==> src/tlik_pkg.sv <==
// shared types, widths and constants of the two-link arm solver
`timescale 1ns / 1ps
`default_nettype none
package tlik_pkg;
	// port widths
	localparam int COORD_W    = 16;
	localparam int LINK_W     = 15;
	localparam int IN_DATA_W  = 32;
	localparam int OUT_DATA_W = 56;

	// configuration register indexes
	localparam int CFG_IDX_W = 1;
	typedef enum logic [CFG_IDX_W-1:0] {
		REG_UPPER = 1'b0,
		REG_LOWER = 1'b1
	} cfg_reg_t;
	localparam logic [LINK_W-1:0] UPPER_RST = 15'd5120;
	localparam logic [LINK_W-1:0] LOWER_RST = 15'd4096;

	// front end arithmetic
	localparam int SQ_W   = 31;
	localparam int LSQ_W  = 30;
	localparam int NUM_W  = 33;
	localparam int DEN_W  = 31;
	localparam int RAD_W  = 62;
	localparam int ROOT_W = 31;
	localparam int REM_W  = 33;

	// arctangent units
	localparam int ITER_DEF  = 16;
	localparam int ATAN_LEN  = 24;
	localparam int MAG_W     = 48;
	localparam int SIG_W     = 49;
	localparam int POS_W     = 6;
	localparam int NORM_MSB  = 29;
	localparam int CX_W      = 33;
	localparam int Z_W       = 25;
	localparam int ANG_W     = 25;
	localparam int NUM_LANES = 3;
	localparam int LANE_YX   = 0;
	localparam int LANE_ELB  = 1;
	localparam int LANE_OFF  = 2;
	localparam logic signed [Z_W-1:0] DEG_90  = 25'sd5898240;
	localparam logic signed [Z_W-1:0] DEG_180 = 25'sd11796480;
	// atan(2^-i) in 2^-16 degree
	localparam logic [22:0] ATAN_TAB [ATAN_LEN] = '{
		23'd2949120, 23'd1740967, 23'd919879, 23'd466945, 23'd234379, 23'd117304,
		23'd58666, 23'd29335, 23'd14668, 23'd7334, 23'd3667, 23'd1833,
		23'd917, 23'd458, 23'd229, 23'd115, 23'd57, 23'd29,
		23'd14, 23'd7, 23'd4, 23'd2, 23'd1, 23'd0
	};

	// back end
	localparam int T_W      = 27;
	localparam int RND_SH   = 10;
	localparam int A1_W     = 17;
	localparam int A2_W     = 15;
	localparam int SH_ANG_W = 16;
	localparam int EL_ANG_W = 14;
	localparam int N_W      = 19;
	localparam int RECIP_W  = 20;
	localparam int PROD_W   = 39;
	localparam int RECIP_SH = 25;
	localparam int CNT_W    = 14;
	localparam int SERVO_W  = 12;
	localparam logic signed [A1_W-1:0] SHOULDER_MIN = -17'sd23040;
	localparam logic signed [A1_W-1:0] SHOULDER_MAX = 17'sd11520;
	localparam logic signed [A2_W-1:0] ELBOW_MAX    = 15'sd11520;
	localparam logic signed [N_W:0]    SERVO_MID_X8 = 20'sd92160;
	localparam logic [RECIP_W-1:0]     RECIP_45     = 20'd745655;
	localparam logic [CNT_W-1:0]       SERVO_MAX    = 14'd4095;

	// stage control handed to the pipelined units
	typedef struct packed {
		logic en;
		logic vld;
	} pipe_ctl_t;

	// per-lane operand signs and zero mark
	typedef struct packed {
		logic xneg;
		logic yneg;
		logic zero;
	} lane_flag_t;

	// words carried alongside the square root
	typedef struct packed {
		logic signed [COORD_W-1:0] x;
		logic signed [COORD_W-1:0] y;
		logic [LINK_W-1:0]         l1;
		logic [LINK_W-1:0]         l2;
		logic signed [NUM_W-1:0]   num;
		logic [DEN_W-1:0]          den;
		logic                      reach;
	} sq_sb_t;
endpackage
`default_nettype wire

==> src/tlik_sqrt.sv <==
// pipelined integer square root, one result bit per stage
`timescale 1ns / 1ps
`default_nettype none
module tlik_sqrt #(
	parameter int SB_W = 1
) (
	input  logic                          clk,
	input  logic                          arst_n,
	input  tlik_pkg::pipe_ctl_t           ctl,
	input  logic [tlik_pkg::RAD_W-1:0]    rad,
	input  logic [SB_W-1:0]               in_sb,
	output logic                          out_vld,
	output logic [tlik_pkg::ROOT_W-1:0]   root,
	output logic [SB_W-1:0]               out_sb
);
	import tlik_pkg::*;
	localparam int NS = ROOT_W;

	logic [NS-1:0]     vld_s;
	logic [SB_W-1:0]   sb_s   [NS];
	logic [RAD_W-1:0]  rad_s  [NS];
	logic [REM_W-1:0]  rem_s  [NS];
	logic [ROOT_W-1:0] root_s [NS];

	// valid bits
	always_ff @(posedge clk or negedge arst_n) begin
		if (!arst_n) begin
			vld_s <= '0;
		end else if (ctl.en) begin
			vld_s <= {vld_s[NS-2:0], ctl.vld};
		end
	end

	for (genvar k = 0; k < NS; k++) begin : g_stage
		logic [RAD_W-1:0]  rad_p;
		logic [REM_W-1:0]  rem_p;
		logic [ROOT_W-1:0] root_p;
		logic [SB_W-1:0]   sb_p;
		logic [REM_W-1:0]  rem_t;
		logic [REM_W-1:0]  trial;

		if (k == 0) begin : g_first
			assign rad_p  = rad;
			assign rem_p  = '0;
			assign root_p = '0;
			assign sb_p   = in_sb;
		end else begin : g_next
			assign rad_p  = rad_s[k-1];
			assign rem_p  = rem_s[k-1];
			assign root_p = root_s[k-1];
			assign sb_p   = sb_s[k-1];
		end

		// bring down two radicand bits and try the next root bit
		assign rem_t = {rem_p[REM_W-3:0], rad_p[RAD_W-1 -: 2]};
		assign trial = {root_p[ROOT_W-2:0], 2'b01};

		always_ff @(posedge clk) begin
			if (ctl.en) begin
				rad_s[k] <= {rad_p[RAD_W-3:0], 2'b00};
				sb_s[k]  <= sb_p;
				if (rem_t >= trial) begin
					rem_s[k]  <= rem_t - trial;
					root_s[k] <= {root_p[ROOT_W-2:0], 1'b1};
				end else begin
					rem_s[k]  <= rem_t;
					root_s[k] <= {root_p[ROOT_W-2:0], 1'b0};
				end
			end
		end
	end

	assign out_vld = vld_s[NS-1];
	assign root    = root_s[NS-1];
	assign out_sb  = sb_s[NS-1];
endmodule
`default_nettype wire

==> config.mk <==
export PLATFORM = sky130hd
export DESIGN_NAME = tlik_sqrt
export DESIGN_NICKNAME = d
export VERILOG_FILES = /design/src/tlik_pkg.sv /design/src/tlik_sqrt.sv
export SDC_FILE = /design/constraint.sdc
export NUM_CORES = 2
export LEC_CHECK = 0
export BUFFER_PORTS_ARGS = -buffer_cell sky130_fd_sc_hd__buf_2
export CAP_MARGIN = 20
export CORE_ASPECT_RATIO = 1.1
export CORE_MARGIN = 1.5
export CORE_UTILIZATION = 45
export CTS_CLUSTER_DIAMETER = 40
export DETAILED_ROUTE_END_ITERATION = 7
export GPL_TIMING_DRIVEN = 0
export PLACE_DENSITY = 0.7
export RECOVER_POWER = 100
export SYNTH_ARGS = -nofsm -noshare
export SYNTH_HDL_FRONTEND = slang
export SYNTH_SLANG_ARGS = --single-unit
==> constraint.sdc <==
create_clock -name clk -period 8.75 [get_ports clk]
set_clock_uncertainty 0.1 [all_clocks]
set_input_delay 1.75 -clock clk [delete_from_list [all_inputs] [get_ports clk]]
set_output_delay 1.75 -clock clk [all_outputs]
set_load 0.1 [all_outputs]
After elaboration in Yosys (flattened, before gate mapping)
Memory sizes are Yosys's and may differ from the RTL's.
Index checks and enable logic that the tools add are counted.
W data, S select, Z words.
{"block": "totals", "mem_bits_rw": 3875, "memories": 4, "input_bits": 67, "regBits": 31}
{"memory": "rad_s", "words": 31, "word_bits": 60, "read_ports": 30, "rd_clocked_by_memory_dff": 0, "write_ports": 31, "line": "tlik_sqrt.sv:21", "text": "logic [RAD_W-1:0] rad_s [NS];"}
{"memory": "rem_s", "words": 31, "word_bits": 33, "read_ports": 30, "rd_clocked_by_memory_dff": 0, "write_ports": 31, "line": "tlik_sqrt.sv:22", "text": "logic [REM_W-1:0] rem_s [NS];"}
{"memory": "root_s", "words": 31, "word_bits": 31, "read_ports": 31, "rd_clocked_by_memory_dff": 0, "write_ports": 31, "line": "tlik_sqrt.sv:23", "text": "logic [ROOT_W-1:0] root_s [NS];"}
{"memory": "sb_s", "words": 31, "word_bits": 1, "read_ports": 31, "rd_clocked_by_memory_dff": 0, "write_ports": 31, "line": "tlik_sqrt.sv:20", "text": "logic [SB_W-1:0] sb_s [NS];"}
{"block": "classes", "n_addsub": 31, "order_cmp": 31, "mux": 250, "n_bitwise": 62}
{"cell": "$mux W33", "count": 31}
{"cell": "$ge A33 B32 Y1", "count": 30}
{"cell": "$sub A33 B32 Y33", "count": 30}
{"cell": "$mux W31", "count": 31}
{"cell": "$mux W1", "count": 188}
{"cell": "$or A1 B1 Y1", "count": 62}
{"cell": "$sub A2 B1 Y3 const B", "count": 1}
{"cell": "$ge A2 B1 Y1 const B", "count": 1}

Logic depth before layout (Yosys ltp)
An unclocked memory read counts as a cell.
{"block": "logic_depth", "word_depth": 6, "depth_mapped": 15, "ltp_nobuf": 13}

Worst setup path before layout
OpenSTA, ideal clock, no wires.
{"block": "synth_timing", "kind": "input -> register", "start": "input ctl[1] (netlist name)", "end": "memory rem_s[29][0], in the netlist rem_s[1][429], enable pin", "n_path_buf": 5, "required_time_ps": 8210, "arrival_ps": 4418, "cell_stages": 5, "path_slack_ps": 3791, "setup_ps": 440, "cell_sequence": "clkbuf_1 -> clkbuf_1 -> clkbuf_1 -> clkbuf_1 -> clkbuf_1"}
{"item": "from (decl)", "line": "tlik_sqrt.sv:9", "text": "input tlik_pkg::pipe_ctl_t ctl,"}
{"item": "to (decl)", "line": "tlik_sqrt.sv:22"}

==> impl_metrics.env <==
export IMPL_outcome="finished, violations left"
export IMPL_violations="capacitance limit, slew limit"
export IMPL_numCtsBuffers=337
export IMPL_multi_input_area_um2=34700
export IMPL_die_area_um2=246000
export IMPL_clock_latency_ps=880
export IMPL_grt_first_pass_wirelength_mm=351
export IMPL_viasPerCell=5.37
export IMPL_drc_errors=0
export IMPL_powerDensity_nw_per_um2=285
export IMPL_synth_edf_count=2343
export IMPL_rsz0062_at_grt="no"
export IMPL_synthTopCellsByArea="edfxtp_1 64%, ha_1 6.1%, xor2_1 2.9%, xnor2_1 2.8%, inv_1 2.4%"
export IMPL_pin_count=100
export IMPL_cts_setup_buffers=0
export IMPL_drt_iter0_drc=5113
export IMPL_crit_end="rem_s[1][39]"
export IMPL_worst_setup_path_end_kind="register"
export IMPL_yosysSeqAreaShare_pct=65.1
export IMPL_grt_overflow_total=0
export IMPL_place_congestion=0.917
export IMPL_clockRootBuffer="clkbuf_16"
export IMPL_crit_start="ctl[1]"
export IMPL_cts_tree="built"
export IMPL_grt_pass1_vias=65725
export IMPL_vias=65869
export IMPL_hp_class="register to register"
export IMPL_clk_pin_slew_ps=60
export IMPL_worstPathArrival_ps=8140
export IMPL_rr_endpoint="rem_s[1][347]"
export IMPL_final_util_pct=52.1
export IMPL_required_ps=9160
export IMPL_grt_antenna_before_repair=3
export IMPL_critPathKind="input port to register"
export IMPL_synthArstFlopShare_pct=1.31
export IMPL_path_max_fanout=120
export IMPL_relSlewSlack_pct=-299
export IMPL_grt_usage_pct=17.8
export IMPL_yosysTopAreaCellShare_pct=64.4
export IMPL_post_route_period_util_pct=88.3
export IMPL_yosys_warnings=0
export IMPL_yosysTopAreaCell="edfxtp_1"
export IMPL_post_cts_resized=0
export IMPL_ir_drop_v=0.000192
export IMPL_reg2reg_depth=12
export IMPL_rows=189
export IMPL_syn_area_um2=109000
export IMPL_setup_viol=0
export IMPL_cts_htree_levels=5
export IMPL_drv_slew=701
export IMPL_syn_area_per_cell_um2=13.0
export IMPL_min_period_ps=7730
export IMPL_worst_pin_slew_ps=5980
export IMPL_synth_cell_types=98
export IMPL_final_hold_viol_count=0
export IMPL_portBuffers=99
export IMPL_cap_violations=14
export IMPL_syn2layout_area_growth_pct=14.9
export IMPL_syn_inst=8379
export IMPL_nets=9444
export IMPL_core_area_um2=241000
export IMPL_r2r_start="rem_s[1][297]"
export IMPL_initial_utilization_pct=45.3
export IMPL_tns_ps=0
export IMPL_drt_wirelength_per_cell_um=18.2
export IMPL_die_x_um=473
export IMPL_wl_mm=223
export IMPL_cts_buffer_depth=4
export IMPL_p_leak_nw=47.8
export IMPL_seqCellArea_um2=71200
export IMPL_drive_gt1_share_pct=8.99
export IMPL_hold_buffers=0
export IMPL_cp_start_kind="input port"
export IMPL_cts_sinks=2375
export IMPL_rrSetupSlack_ps=2700
export IMPL_ant_nets=0
export IMPL_syn_nets=8975
export IMPL_ys_flop_type="edfxtp_1"
export IMPL_synth_seq_cells=2375
export IMPL_fmax_mhz=129
export IMPL_drt_first_pass_iters=6
export IMPL_dp_hpwl_mm=163
export IMPL_dieHeight_um=520
export IMPL_fill_cells=20152
export IMPL_grt_start_max_net_pins=124
routing by layer:
metal	track usage, %	wire length [um]	share of wire (%)
met1	21.1	90300	40
met4	7.63	8910	4.0
met2	31.9	114000	51
met3	2.62	9450	4.2
met5	0	0	0
logic make-up after synthesis:
logic type                 Yosys count  synth area share (%)
AOI/OAI and AO/OA                 1599                  9.05
buffers and inverters              892                  3.09
muxes                              113                  1.15
and+or+nand+nor                   2155                  9.83
xor gates and xnor gates           716                  5.74
DFF                               2375                  65.1
adders and majority gates          529                  6.05
cells in the mapped netlist, types with 86 or more instances:
library cell	number
a21o_1	164
a21oi_1	437
clkbuf_1	157
edfxtp_1	2343
ha_1	529
inv_1	701
mux2_2	102
nand2_1	601
nand2b_1	109
nand3_1	137
nand4_1	86
nor2_1	456
nor3_1	197
nor4_1	102
o21a_1	94
o21ai_0	511
xnor2_1	350
xor2_1	366
critical path: stages:
cell and delay, ps:
buf_8 470, buf_16 420, buf_16 470, clkbuf_1 440, clkbuf_1 610, clkbuf_1 470, buf_8 240, clkbuf_1 450
buf_8 230, nand4b_1 260, a31oi_1 300, nand2_1 140, a311oi_1 800, clkbuf_1 410, o21ai_0 290
layout make-up:
class	count	area share (%)
Antenna cell	4	0.00797
Buffer	188	0.573
Clock buffer	365	6.89
Clock inverter	246	2.34
Inverter	704	2.10
Multi-Input combinational cell	5112	27.6
Sequential cell	2375	56.6
Tap cell	3151	3.14
Timing Repair Buffer	130	0.707
report_power, final:
group / switching, mW / leakage (nW) / internal [mW]
sequential: 0.909 / 23.0 / 14.5
combinational: 3.94 / 19.2 / 2.80
clock: 5.19 / 5.62 / 8.55
total: 10.0 / 47.8 / 25.8
sequential cells by signal, indices dropped and copies added, names as in the netlist:
signal / cells
rad_s: 930
rem_s: 887
root_s: 496
sb_s: 31
vld_s: 31
worst min path at each step:
stage                        from            end  slack [ps]  cells past startpoint
floorplan            rad_s[0][38]  rad_s[0][100]         300                      0
global placement    rad_s[0][809]  rad_s[0][871]         300                      0
detailed placement   rad_s[0][79]  rad_s[0][141]         300                      0
CTS                   rad_s[0][3]   rad_s[0][65]         270                      0
global route         rad_s[0][33]   rad_s[0][95]         270                      0
finish                rad_s[0][3]   rad_s[0][65]         280                      0
layout by cell type, fill, tap and decap left out, drive strengths merged, types with 94 or more instances in the layout:
| cell type | synthesis | routed |
|---|---|---|
| nand2b | 109 | 109 |
| nand3 | 138 | 138 |
| xor2 | 366 | 366 |
| o21a | 94 | 94 |
| clkbuf | 157 | 597 |
| nor2 | 457 | 457 |
| xnor2 | 350 | 350 |
| o21ai | 516 | 516 |
| a21o | 164 | 164 |
| mux2 | 102 | 102 |
| edfxtp | 2343 | 2343 |
| a21oi | 437 | 437 |
| ha | 529 | 529 |
| nor4 | 104 | 104 |
| inv | 703 | 772 |
| nand2 | 601 | 601 |
| nor3 | 197 | 197 |
| clkinv | 1 | 112 |
metrics by stage:
stage | area, um^2 | power (mW) | cells | setup WS, ps | hold slack, ps
2_1_floorplan | 109000 | 20.3 | 8379 | 3790 | 300
3_3_place_gp | 114000 | 22.2 | 11629 | -15960 | 300
3_5_place_dp | 114000 | 22.3 | 11659 | 525 | 305
4_1_cts | 126000 | 36.2 | 12270 | 1450 | 275
5_1_grt | 126000 | 37.6 | 12275 | 586 | 268
6_report | 126000 | 35.9 | 12275 | 1020 | 282
(Power assumes the default switching activity.)
